$ cat src/rtl/md5_message_digest_assert.svh
// assertion macros for the md5 message digest block
`ifndef MD5_MESSAGE_DIGEST_ASSERT_SVH
`define MD5_MESSAGE_DIGEST_ASSERT_SVH

// implication checked on every rising clock edge outside reset
`define MD5_ASSERT_IMPL(label, clk, rst, lhs, rhs) \
  label: assert property (@(posedge clk) disable iff (rst) (lhs) |-> (rhs)) \
    else $error("md5 assertion failed");

// implication checked in the next cycle
`define MD5_ASSERT_NEXT(label, clk, rst, lhs, rhs) \
  label: assert property (@(posedge clk) disable iff (rst) (lhs) |=> (rhs)) \
    else $error("md5 assertion failed");

`endif

$ cat src/rtl/md5_pkg.sv
// shared types, constants and functions of the md5 block
package md5_pkg;

  localparam logic [31:0] InitA = 32'h67452301;
  localparam logic [31:0] InitB = 32'hefcdab89;
  localparam logic [31:0] InitC = 32'h98badcfe;
  localparam logic [31:0] InitD = 32'h10325476;

  // datapath commands
  typedef enum logic [2:0] {
    CMD_NONE,
    CMD_PUT_BYTE,
    CMD_PAD,
    CMD_ROUND,
    CMD_ADD_CHAIN,
    CMD_CLEAR_BLOCK,
    CMD_LENGTH,
    CMD_RESTART
  } cmd_op_t;

  typedef struct packed {
    cmd_op_t    op;
    logic [5:0] round;
    logic [7:0] data;
  } md5_cmd_t;

  typedef struct packed {
    logic [5:0] byte_position;
    logic       pos_wrapped;
  } md5_status_t;

  function automatic logic [31:0] round_const(input logic [5:0] r);
    logic [31:0] k;
    begin
      case (r)
        6'd0: k = 32'hd76aa478; 6'd1: k = 32'he8c7b756; 6'd2: k = 32'h242070db;
        6'd3: k = 32'hc1bdceee; 6'd4: k = 32'hf57c0faf; 6'd5: k = 32'h4787c62a;
        6'd6: k = 32'ha8304613; 6'd7: k = 32'hfd469501; 6'd8: k = 32'h698098d8;
        6'd9: k = 32'h8b44f7af; 6'd10: k = 32'hffff5bb1; 6'd11: k = 32'h895cd7be;
        6'd12: k = 32'h6b901122; 6'd13: k = 32'hfd987193; 6'd14: k = 32'ha679438e;
        6'd15: k = 32'h49b40821; 6'd16: k = 32'hf61e2562; 6'd17: k = 32'hc040b340;
        6'd18: k = 32'h265e5a51; 6'd19: k = 32'he9b6c7aa; 6'd20: k = 32'hd62f105d;
        6'd21: k = 32'h02441453; 6'd22: k = 32'hd8a1e681; 6'd23: k = 32'he7d3fbc8;
        6'd24: k = 32'h21e1cde6; 6'd25: k = 32'hc33707d6; 6'd26: k = 32'hf4d50d87;
        6'd27: k = 32'h455a14ed; 6'd28: k = 32'ha9e3e905; 6'd29: k = 32'hfcefa3f8;
        6'd30: k = 32'h676f02d9; 6'd31: k = 32'h8d2a4c8a; 6'd32: k = 32'hfffa3942;
        6'd33: k = 32'h8771f681; 6'd34: k = 32'h6d9d6122; 6'd35: k = 32'hfde5380c;
        6'd36: k = 32'ha4beea44; 6'd37: k = 32'h4bdecfa9; 6'd38: k = 32'hf6bb4b60;
        6'd39: k = 32'hbebfbc70; 6'd40: k = 32'h289b7ec6; 6'd41: k = 32'heaa127fa;
        6'd42: k = 32'hd4ef3085; 6'd43: k = 32'h04881d05; 6'd44: k = 32'hd9d4d039;
        6'd45: k = 32'he6db99e5; 6'd46: k = 32'h1fa27cf8; 6'd47: k = 32'hc4ac5665;
        6'd48: k = 32'hf4292244; 6'd49: k = 32'h432aff97; 6'd50: k = 32'hab9423a7;
        6'd51: k = 32'hfc93a039; 6'd52: k = 32'h655b59c3; 6'd53: k = 32'h8f0ccc92;
        6'd54: k = 32'hffeff47d; 6'd55: k = 32'h85845dd1; 6'd56: k = 32'h6fa87e4f;
        6'd57: k = 32'hfe2ce6e0; 6'd58: k = 32'ha3014314; 6'd59: k = 32'h4e0811a1;
        6'd60: k = 32'hf7537e82; 6'd61: k = 32'hbd3af235; 6'd62: k = 32'h2ad7d2bb;
        default: k = 32'heb86d391;
      endcase
      return k;
    end
  endfunction

  function automatic logic [4:0] rot_amount(input logic [3:0] i);
    logic [4:0] s;
    begin
      case (i)
        4'd0: s = 5'd7;   4'd1: s = 5'd12;  4'd2: s = 5'd17;  4'd3: s = 5'd22;
        4'd4: s = 5'd5;   4'd5: s = 5'd9;   4'd6: s = 5'd14;  4'd7: s = 5'd20;
        4'd8: s = 5'd4;   4'd9: s = 5'd11;  4'd10: s = 5'd16; 4'd11: s = 5'd23;
        4'd12: s = 5'd6;  4'd13: s = 5'd10; 4'd14: s = 5'd15; default: s = 5'd21;
      endcase
      return s;
    end
  endfunction

endpackage

$ cat src/rtl/md5_if.sv
// valid/ready channel interfaces of the md5 block
interface md5_in_if;
  logic       valid;
  logic       ready;
  logic [7:0] data_byte;
  logic       byte_valid;
  logic       end_of_message;
  modport source (output valid, data_byte, byte_valid, end_of_message, input ready);
  modport sink (input valid, data_byte, byte_valid, end_of_message, output ready);
endinterface

interface md5_out_if;
  logic        valid;
  logic        ready;
  logic [31:0] digest_word;
  logic [1:0]  word_index;
  logic        last_word;
  modport source (output valid, digest_word, word_index, last_word, input ready);
  modport sink (input valid, digest_word, word_index, last_word, output ready);
endinterface

$ cat src/rtl/md5_message_digest.sv
// top level of the md5 message digest block
// Takes one message byte per transfer and no new byte until it is stored; each 64th byte
// adds a compression of 64 rounds, one per cycle through a single round unit, plus
// control. The last transfer pads (one or two further compressions) and then offers the
// four digest words, first digest byte in the top bits, one per output transfer.
module md5_message_digest (
  input  logic      clk,
  input  logic      rst,
  md5_in_if.sink    in_ch,
  md5_out_if.source out_ch
);

  md5_pkg::md5_cmd_t    cmd;
  md5_pkg::md5_status_t status;
  logic [127:0]         chain;

  md5_control u_control (
    .clk    (clk),
    .rst    (rst),
    .in_ch  (in_ch),
    .out_ch (out_ch),
    .status (status),
    .chain  (chain),
    .cmd    (cmd)
  );

  md5_datapath u_datapath (
    .clk    (clk),
    .rst    (rst),
    .cmd    (cmd),
    .status (status),
    .chain  (chain)
  );

endmodule

$ cat src/rtl/md5_datapath.sv
// md5 block store, round registers, chaining words and length counter
module md5_datapath (
  input  logic                clk,
  input  logic                rst,
  input  md5_pkg::md5_cmd_t   cmd,
  output md5_pkg::md5_status_t status,
  output logic [127:0]        chain
);

  logic [31:0] block_words [16];
  logic [31:0] chain_a, chain_b, chain_c, chain_d;
  logic [31:0] ra, rb, rc, rd;
  logic [63:0] message_bits;
  logic [5:0]  byte_position;

  logic [1:0]  phase;
  logic [31:0] f;
  logic [3:0]  g;
  logic [31:0] t;
  logic [31:0] rot;
  logic [4:0]  s;
  logic [3:0]  wsel;
  logic [1:0]  lane;
  logic [5:0]  pos_next;

  // round function of the current round
  always_comb begin
    phase = cmd.round[5:4];
    case (phase)
      2'd0: begin
        f = (rb & rc) | (~rb & rd);
        g = cmd.round[3:0];
      end
      2'd1: begin
        f = (rb & rd) | (rc & ~rd);
        g = 4'(5 * cmd.round[3:0] + 1);
      end
      2'd2: begin
        f = rb ^ rc ^ rd;
        g = 4'(3 * cmd.round[3:0] + 5);
      end
      default: begin
        f = rc ^ (rb | ~rd);
        g = 4'(7 * cmd.round[3:0]);
      end
    endcase
    s = md5_pkg::rot_amount({phase, cmd.round[1:0]});
    t = ra + f + block_words[g] + md5_pkg::round_const(cmd.round);
    rot = (t << s) | (t >> (6'd32 - {1'b0, s}));
    wsel = byte_position[5:2];
    lane = byte_position[1:0];
    pos_next = byte_position + 6'd1;
  end

  // block store writes
  always_ff @(posedge clk) begin
    case (cmd.op)
      md5_pkg::CMD_PUT_BYTE, md5_pkg::CMD_PAD: begin
        for (int i = 0; i < 16; i++) begin
          if (4'(i) == wsel) begin
            if (lane == 2'd0) begin
              block_words[i] <= {24'd0, cmd.data};
            end else begin
              block_words[i] <= block_words[i] | ({24'd0, cmd.data} << {lane, 3'b000});
            end
          end else if (cmd.op == md5_pkg::CMD_PAD && 4'(i) > wsel) begin
            block_words[i] <= '0;
          end
        end
      end
      md5_pkg::CMD_CLEAR_BLOCK: begin
        for (int i = 0; i < 16; i++) block_words[i] <= '0;
      end
      md5_pkg::CMD_LENGTH: begin
        block_words[14] <= message_bits[31:0];
        block_words[15] <= message_bits[63:32];
      end
      default: ;
    endcase
  end

  // control state and round registers
  always_ff @(posedge clk) begin
    if (rst || cmd.op == md5_pkg::CMD_RESTART) begin
      chain_a <= md5_pkg::InitA;
      chain_b <= md5_pkg::InitB;
      chain_c <= md5_pkg::InitC;
      chain_d <= md5_pkg::InitD;
      ra <= md5_pkg::InitA;
      rb <= md5_pkg::InitB;
      rc <= md5_pkg::InitC;
      rd <= md5_pkg::InitD;
      message_bits <= '0;
      byte_position <= '0;
    end else begin
      case (cmd.op)
        md5_pkg::CMD_PUT_BYTE: begin
          byte_position <= pos_next;
          message_bits <= message_bits + 64'd8;
        end
        md5_pkg::CMD_ROUND: begin
          ra <= rd;
          rd <= rc;
          rc <= rb;
          rb <= rb + rot;
        end
        md5_pkg::CMD_ADD_CHAIN: begin
          chain_a <= chain_a + ra;
          chain_b <= chain_b + rb;
          chain_c <= chain_c + rc;
          chain_d <= chain_d + rd;
          ra <= chain_a + ra;
          rb <= chain_b + rb;
          rc <= chain_c + rc;
          rd <= chain_d + rd;
        end
        default: ;
      endcase
    end
  end

  assign status.byte_position = byte_position;
  assign status.pos_wrapped = (byte_position == 6'd0);
  assign chain = {chain_a, chain_b, chain_c, chain_d};

endmodule

$ cat src/rtl/md5_control.sv
// md5 sequencer: byte intake, padding, rounds and digest output
module md5_control (
  input  logic                 clk,
  input  logic                 rst,
  md5_in_if.sink               in_ch,
  md5_out_if.source            out_ch,
  input  md5_pkg::md5_status_t status,
  input  logic [127:0]         chain,
  output md5_pkg::md5_cmd_t    cmd
);

  `include "md5_message_digest_assert.svh"

  typedef enum logic [3:0] {
    S_IDLE, S_CHECK, S_PAD, S_ROUNDS, S_ADD, S_CLEAR, S_LENGTH, S_EMIT, S_RESTART
  } state_t;

  state_t      state;
  logic [5:0]  round;
  logic        pending_end;
  logic        final_block;
  logic [1:0]  word_index;
  logic [31:0] sel;

  assign in_ch.ready = (state == S_IDLE);

  // command decode
  always_comb begin
    cmd.op = md5_pkg::CMD_NONE;
    cmd.round = round;
    cmd.data = in_ch.data_byte;
    unique case (state)
      S_IDLE: begin
        if (in_ch.valid && in_ch.byte_valid) cmd.op = md5_pkg::CMD_PUT_BYTE;
      end
      S_PAD: begin
        cmd.op = md5_pkg::CMD_PAD;
        cmd.data = 8'h80;
      end
      S_ROUNDS: cmd.op = md5_pkg::CMD_ROUND;
      S_ADD: cmd.op = md5_pkg::CMD_ADD_CHAIN;
      S_CLEAR: cmd.op = md5_pkg::CMD_CLEAR_BLOCK;
      S_LENGTH: cmd.op = md5_pkg::CMD_LENGTH;
      S_RESTART: cmd.op = md5_pkg::CMD_RESTART;
      default: ;
    endcase
  end

  always_comb begin
    case (word_index)
      2'd0: sel = chain[127:96];
      2'd1: sel = chain[95:64];
      2'd2: sel = chain[63:32];
      default: sel = chain[31:0];
    endcase
  end

  // state and registered controls
  always_ff @(posedge clk) begin
    if (rst) begin
      state <= S_IDLE;
      round <= '0;
      pending_end <= 1'b0;
      final_block <= 1'b0;
      word_index <= '0;
      out_ch.valid <= 1'b0;
    end else begin
      unique case (state)
        S_IDLE: begin
          if (in_ch.valid) begin
            pending_end <= in_ch.end_of_message;
            if (in_ch.byte_valid) begin
              state <= S_CHECK;
            end else if (in_ch.end_of_message) begin
              state <= S_PAD;
            end
          end
        end
        S_CHECK: begin
          final_block <= 1'b0;
          round <= '0;
          if (status.pos_wrapped) begin
            state <= S_ROUNDS;
          end else if (pending_end) begin
            state <= S_PAD;
          end else begin
            state <= S_IDLE;
          end
        end
        S_PAD: begin
          round <= '0;
          if (status.byte_position > 6'd55) begin
            final_block <= 1'b0;
            pending_end <= 1'b0;
            state <= S_ROUNDS;
          end else begin
            final_block <= 1'b1;
            state <= S_LENGTH;
          end
        end
        S_LENGTH: state <= S_ROUNDS;
        S_ROUNDS: begin
          round <= round + 6'd1;
          if (round == 6'd63) state <= S_ADD;
        end
        S_ADD: begin
          if (final_block) begin
            word_index <= '0;
            out_ch.valid <= 1'b1;
            state <= S_EMIT;
          end else if (pending_end) begin
            state <= S_PAD;
          end else begin
            state <= S_CLEAR;
          end
        end
        // block cleared; if padding spilled into an extra block, the length block follows
        S_CLEAR: begin
          if (status.byte_position > 6'd55) begin
            final_block <= 1'b1;
            round <= '0;
            state <= S_LENGTH;
          end else begin
            state <= S_IDLE;
          end
        end
        S_EMIT: begin
          if (out_ch.ready) begin
            word_index <= word_index + 2'd1;
            if (word_index == 2'd3) begin
              out_ch.valid <= 1'b0;
              state <= S_RESTART;
            end
          end
        end
        S_RESTART: state <= S_IDLE;
        default: state <= S_IDLE;
      endcase
    end
  end

  assign out_ch.digest_word = {sel[7:0], sel[15:8], sel[23:16], sel[31:24]};
  assign out_ch.word_index = word_index;
  assign out_ch.last_word = (word_index == 2'd3);

  `MD5_ASSERT_IMPL(a_no_ready_busy, clk, rst, state != S_IDLE, !in_ch.ready)
  `MD5_ASSERT_NEXT(a_rounds_end, clk, rst, state == S_ROUNDS && round == 6'd63, state == S_ADD)
  `MD5_ASSERT_IMPL(a_emit_valid, clk, rst, state == S_EMIT, out_ch.valid)

endmodule
$ cat src/flat_wrapper.sv
// flat-port wrapper written by rule: the top's interface ports become plain ports
module md5_message_digest_flat 
  (clk, rst, in_ch_valid, in_ch_data_byte, in_ch_byte_valid, in_ch_end_of_message, in_ch_ready, out_ch_valid, out_ch_digest_word, out_ch_word_index, out_ch_last_word, out_ch_ready);
  md5_in_if in_ch_i ();
  md5_out_if out_ch_i ();
  input  logic clk;
  input  logic rst;
  input wire logic [$bits(in_ch_i.valid)-1:0] in_ch_valid;
  input wire logic [$bits(in_ch_i.data_byte)-1:0] in_ch_data_byte;
  input wire logic [$bits(in_ch_i.byte_valid)-1:0] in_ch_byte_valid;
  input wire logic [$bits(in_ch_i.end_of_message)-1:0] in_ch_end_of_message;
  output wire logic [$bits(in_ch_i.ready)-1:0] in_ch_ready;
  output wire logic [$bits(out_ch_i.valid)-1:0] out_ch_valid;
  output wire logic [$bits(out_ch_i.digest_word)-1:0] out_ch_digest_word;
  output wire logic [$bits(out_ch_i.word_index)-1:0] out_ch_word_index;
  output wire logic [$bits(out_ch_i.last_word)-1:0] out_ch_last_word;
  input wire logic [$bits(out_ch_i.ready)-1:0] out_ch_ready;
  assign in_ch_i.valid = in_ch_valid;
  assign in_ch_i.data_byte = in_ch_data_byte;
  assign in_ch_i.byte_valid = in_ch_byte_valid;
  assign in_ch_i.end_of_message = in_ch_end_of_message;
  assign in_ch_ready = in_ch_i.ready;
  assign out_ch_valid = out_ch_i.valid;
  assign out_ch_digest_word = out_ch_i.digest_word;
  assign out_ch_word_index = out_ch_i.word_index;
  assign out_ch_last_word = out_ch_i.last_word;
  assign out_ch_i.ready = out_ch_ready;
  md5_message_digest u_core (.clk(clk), .rst(rst), .in_ch(in_ch_i), .out_ch(out_ch_i));
endmodule
$ cat config.mk
export PLATFORM = sky130hd
export DESIGN_NAME = md5_message_digest_flat
export DESIGN_NICKNAME = d
export VERILOG_FILES = /design/src/rtl/md5_pkg.sv /design/src/rtl/md5_if.sv /design/src/rtl/md5_message_digest.sv /design/src/rtl/md5_datapath.sv /design/src/rtl/md5_control.sv /design/src/flat_wrapper.sv
export VERILOG_INCLUDE_DIRS = /design/src /design/src/rtl
export SDC_FILE = /design/constraint.sdc
export NUM_CORES = 2
export LEC_CHECK = 0
export BUFFER_PORTS_ARGS = -buffer_cell sky130_fd_sc_hd__buf_2
export CAP_MARGIN = 10
export CORE_MARGIN = 8
export CORE_UTILIZATION = 35
export CTS_BUF_LIST = sky130_fd_sc_hd__clkbuf_8 sky130_fd_sc_hd__clkbuf_16
export DETAILED_ROUTE_END_ITERATION = 12
export GPL_ROUTABILITY_DRIVEN = 0
export PLACE_DENSITY_LB_ADDON = 0.25
export REMOVE_ABC_BUFFERS = 1
export SKIP_CTS_REPAIR_TIMING = 1
export SYNTH_ARGS = -nofsm -noshare
export SYNTH_HDL_FRONTEND = slang
export SYNTH_SLANG_ARGS = --single-unit
$ cat constraint.sdc
create_clock -name clk -period 12.55 [get_ports clk]
set_clock_uncertainty 0.05 [all_clocks]
set_input_delay 0.6275 -clock clk [delete_from_list [all_inputs] [get_ports clk]]
set_output_delay 0.6275 -clock clk [all_outputs]
set_load 0.02 [all_outputs]
# Yosys cells after proc, flatten, opt, wreduce, memory -nomap -nowiden
# Memories as Yosys holds them, arrays and structs flattened. A register that Yosys moved wholly into a read port is not among the register bits.
# Index checks and enable logic that the tools add are counted.
# classes
addsub,15
multipliers,3
n_div,0
order_cmp,17
n_eq_ne,44
shifts,3
muxes,258
n_bitwise,79
n_reduce_logical,37
# ops
op,count
$mux 32,50
$or 32x32->32,20
$add 32x32->32,8
$pmux 32 s2,4
$pmux 32 s3,2
$mux 1,174
$and 32x32->32,4
$xor 32x32->32,3
$add 64x4->64 const B,1
$not 32->32,2
$or 1x1->1,50
$eq 4x4->1 const A,8
$gt 4x4->1 const A,8
$mux 4,8
$pmux 4 s8,1
$shl 32x5->32,1
$shl 8x5->32,1
$shr 32x6->32,1
$pmux 3 s7,1
$mux 6,3
$pmux 6 s3,1
$logic_and 1x1->1,17
$eq 3x4->1 const A,4
$eq 4x3->1 const B,4
42 further kinds,80
# totals
regBits,341
latchBits,0
ram_bits,512
mem_bits_ro,2128
input_bits,14
output_inout_bits,37
wordCells,475
n_memories,3
# mem_list
memory,depth,width,read_ports,rd_clocked_by_memory_dff,wr,line_no,source
(no name shown),64,32,1,1,0,md5_pkg.sv:35,case (r)
u_core.u_datapath.block_words,16,32,17,0,16,md5_datapath.sv:10,logic [31:0] block_words [16];
(no name shown),16,5,1,1,0,md5_pkg.sv:66,case (i)

# Longest topological paths before layout
# logic_depth
depth_word,12
depth_mapped,47
depth_no_buf,45

# Cells and area by module
# Synthesis repeated with hierarchy kept, for this count alone.
# unflattened
cells_unflattened,6533
hier_area_um2,58024.4
# modules_own_cells
module,n_inst,cells_each,area_each_um2,seq_area_each_um2
md5_datapath,1,6284,56071.3,21520.6
md5_control,1,249,1953.1,300.3

# Worst setup path after synthesis
# No wires, ideal clock.
# synth_timing
path_type,register to register
startpoint,register u_core.u_control.round[0]
endpoint,register u_core.u_datapath.rb[31]
setup_ns,0.129
arrival_time_ns,9.851
required_time_ns,12.371
setup_slack_ns,2.520
path_stages_with_launch,45
path_buffers,3
period_less_slack_ns,10.030
path_cell_list,dfxtp_1 inv_1 fa_1 inv_1 ha_1 xnor2_1 xnor2_1 a21oi_1 mux2i_1 clkbuf_1 clkbuf_1 buf_1 mux2i_1 a21oi_1 fa_1 inv_1 fa_1 inv_1 [... 9 more ...] mux4_2 nor2_1 nand2_1 nand3_1 nor2_1 o41a_1 ha_1 or4_1 a211o_1 nand3_1 nand2_1 o21ai_0 o21ai_0 or4_1 and2_1 o22ai_1 nor3_1 nand4b_1
# synth_between
elab_chain_cells,10
elab_cells_between_ends,14
classes_between,5 x add/sub; 3 x mul; 2 x shift; 2 x mux; 1 x bitwise; 1 x memory
# synth_rtl
item,line_no,source
start: declaration,md5_control.sv:19,logic [5:0] round;
start signal: assignment,md5_control.sv:103,round <= round + 6'd1;
$mul 2x4->4 / $mul 3x4->4 (equally long branches),"md5_datapath.sv:40, md5_datapath.sv:36",
$add 4x3->4 / $add 4x1->4 (equally long branches),"md5_datapath.sv:40, md5_datapath.sv:36",
$pmux 4 s3 (*),md5_datapath.sv:29,case (phase)
$mem_v2 16x32 (*),n/a,
$add 32x32->32 (*) (2 in a row),md5_datapath.sv:48,t = ra + f + block_words[g] + md5_pkg::round_const(cmd.round);
$shr 32x6->32 / $shl 32x5->32 (equally long branches),md5_datapath.sv:49,"rot = (t << s) | (t >> (6'd32 - {1'b0, s}));"
$or 32x32->32 (*),md5_datapath.sv:49,
$add 32x32->32 (*),md5_datapath.sv:105,rb <= rb + rot;
$pmux 32 s2 (*),md5_datapath.sv:96,case (cmd.op)
end signal: assignment,md5_datapath.sv:90,rb <= md5_pkg::InitB;
end signal: assignment,md5_datapath.sv:105,
end signal: assignment,md5_datapath.sv:113,rb <= chain_b + rb;
end: declaration,md5_datapath.sv:12,"logic [31:0] ra, rb, rc, rd;"
# Mark *: on every way between the ends. The rest lies on a longest branch, timed or not.
# A chain may end at the register's enable or synchronous reset.

# Final worst setup path
# layout_timing
startpoint,register u_core.u_control.round[0]
endpoint,register u_core.u_datapath.rb[30]
# Same word-level chain as after synthesis.

==> flow_summary.json <==
{
  "nFillCells": 16600,
  "numCtsBuffers": 104,
  "synth-main-ff-cell": "edfxtp_1",
  "synth_area_per_cell_um2": 9.01,
  "synthDistinctLibCells": 97,
  "die_h_um": 426,
  "ioPinCount": 51,
  "ys_ff_latch": 887,
  "drt_iter0_markers": 6236,
  "worstMarginPinSlew_ps": 1180,
  "dp_hpwl_mm": 153,
  "first_pass_iters": 6,
  "drc_errors": 0,
  "crit_arrival_ps": 12070,
  "maxCapViolCount": 0,
  "crit_path_max_incr_delay_ps": 740,
  "path_class": "flop to flop",
  "fin_nets": 6699,
  "ctsRootBufferMaster": "clkbuf_16",
  "crit_top_cell": "fa_1",
  "synth_warnings": 0,
  "antenna_found_initial": 1,
  "syn_area_um2": 58900,
  "wl_per_cell_um": 24.7,
  "synth_top_family_by_area": "compound AO/OA/AOI/OAI gates",
  "routed_wirelength_mm": 215,
  "final_area_um2": 65400,
  "multi_input_area_um2": 33900,
  "placed_area_um2": 61700,
  "rsz0062_at_grt": "no",
  "cp.required_ps": 13130,
  "synth_seq_area_share_pct": 38.3,
  "synthCells": 6537,
  "htreeDepth": 3,
  "fin_crit_sh_pct": 91.5,
  "path_clk_slew_ps": 60,
  "report.final.slew_viol_count": 0,
  "synth-compound-area-share_pct": 23.7,
  "route.vias.total": 52100,
  "fmax_mhz": 87.1,
  "synthArstFlopShare_pct": 0,
  "period_needed_ps": 11490,
  "grt_pass1_wl_mm": 321,
  "grt-ovfl-total": 0,
  "dieArea_um2": 182000,
  "relSlewSlack_pct": 21.3,
  "start_kind": "flop",
  "row_count": 150,
  "synth_edf_count": 480,
  "seqCellArea_um2": 22600,
  "yosys.area_share.simple_pct": 14.5,
  "core_um2": 167000,
  "synth-xor-area-share_pct": 3.91,
  "finalHoldViolations": 0,
  "grtUsageTotal_pct": 22.8,
  "grt_start_max_net_pins": 134,
  "end_kind": "flop",
  "cts_tree": "done",
  "port_buffers": 50,
  "die_x_um": 426,
  "synth_mux_area_share_pct": 7.94,
  "clk_latency_ps": 760,
  "drive_gt1_share_pct": 10.0,
  "initial_utilization_pct": 35.2,
  "cts_buffer_depth": 3,
  "hold_class": "primary input to flop",
  "status": "completed",
  "cp_max_fo": 41,
  "synthToLayoutAreaGrowth_pct": 11.1,
  "viasPerCell": 5.99,
  "finalSetupViolCount": 0,
  "cpMaxStageDelayCell": "mux2i_4",
  "grt_pass1_vias": 48900,
  "clock-sinks": 887,
  "ant_nets": 0,
  "synthAdderAreaFrac_pct": 7.00
}
-- per-stage QoR --
stage / util, % / hold WS (ps) / setup WS (ps) / instances / setup TNS (ps)
floorplan: - / 379 / -4360 / 6099 / -118560
global placement: 36.9 / 393 / 1520 / 8493 / 0
detailed placement: 36.9 / 403 / 1300 / 8493 / 0
CTS: 39.1 / 61.8 / 1230 / 8691 / 0
global route: 39.1 / 84.5 / 405 / 8694 / 0
finish: 39.1 / 114 / 1060 / 8694 / 0
-- area by class of cell --
class	instances	share of cell area (%)
flip-flops and latches	887	34.5
diodes	1	0.00383
well taps	2204	4.22
inverters	277	1.59
multi-input cells	4935	51.9
repair buffers	192	2.15
clock inverters	74	1.27
clock buffers	124	4.42
-- registers in the layout (all words and copies together) (netlist names), 4 cells and up, named ones only --
| register | count |
|---|---|
| u_core.u_datapath.message_bits | 61 |
| u_core.u_datapath.s | 5 |
| u_core.u_datapath.rb | 32 |
| u_core.u_datapath.block_words | 512 |
| u_core.u_datapath.chain_d | 32 |
| u_core.u_control.round | 6 |
| u_core.u_datapath.ra | 32 |
| u_core.u_datapath.rc | 32 |
| u_core.u_datapath.byte_position | 6 |
| u_core.u_datapath.chain_b | 32 |
| u_core.u_control.state | 4 |
| u_core.u_datapath.chain_a | 32 |
| u_core.u_datapath.chain_c | 32 |
| u_core.u_datapath.rd | 32 |
-- cell usage in the layout (no fill, tap or decap), drive strengths merged, types with 163 or more instances in the layout --
master and instances:
dfxtp 407, ha 219, edfxtp 480, o21ai 461, xnor2 163, nand2 805, inv 299, nor2 567
a21oi 548, buf 192, o21a 353
-- worst paths after layout --
check	startpoint	to	slack, ps	cells after the start
max	u_core.u_control.round[0]	u_core.u_datapath.rb[30]	1060	42
min	in_ch_end_of_message	u_core.u_control.pending_end	110	3
max reg2reg	u_core.u_control.round[0]	u_core.u_datapath.rb[30]	1060	42
min reg2reg	u_core.u_datapath.block_words[0][8]	u_core.u_datapath.block_words[0][8]	410	2
-- cells by family after synthesis --
kind of cell	after synthesis
compound gates	2159
simple gates	1941
flops	887
buf+inv	715
fa+ha+maj	288
mux	287
xor+xnor	260
-- synthesized netlist by cell type, drive strengths merged (123+ instances only) --
master    n  area [µm²]
a21oi   548        2760
clkbuf  373        1400
dfxtp   407        8150
edfxtp  480       14400
ha      219        2740
inv     274        1030
mux2i   123        1230
mux4    141        3180
nand2   805        3020
nand3   141         706
nor2    567        2130
o21a    353        2650
o21ai   461        2310
xnor2   163        1440
-- critical path, delay by kind of cell (launching register included) --
family	cells	cell delay (ps)
AO/OA/AOI/OAI	19	4990
adder cells (fa/ha/maj)	8	2630
multiplexers	3	1360
buffers and inverters	5	670
AND/OR/NAND/NOR	4	610
XOR/XNOR	3	490
flip-flops	1	480
-- routing by layer --
metal  vias up  share of wire, %  GRT usage [%]
met3       445               7.5           3.14
met4         0               5.3           10.5
li1      23800                 -              -
met1     25600                43           31.1
met5         -                 0              0
met2      2284                45           35.8
Power is left out: the tool's default activity adds up to more than one toggle a clock period on the data nets, which glitch-free logic cannot reach.
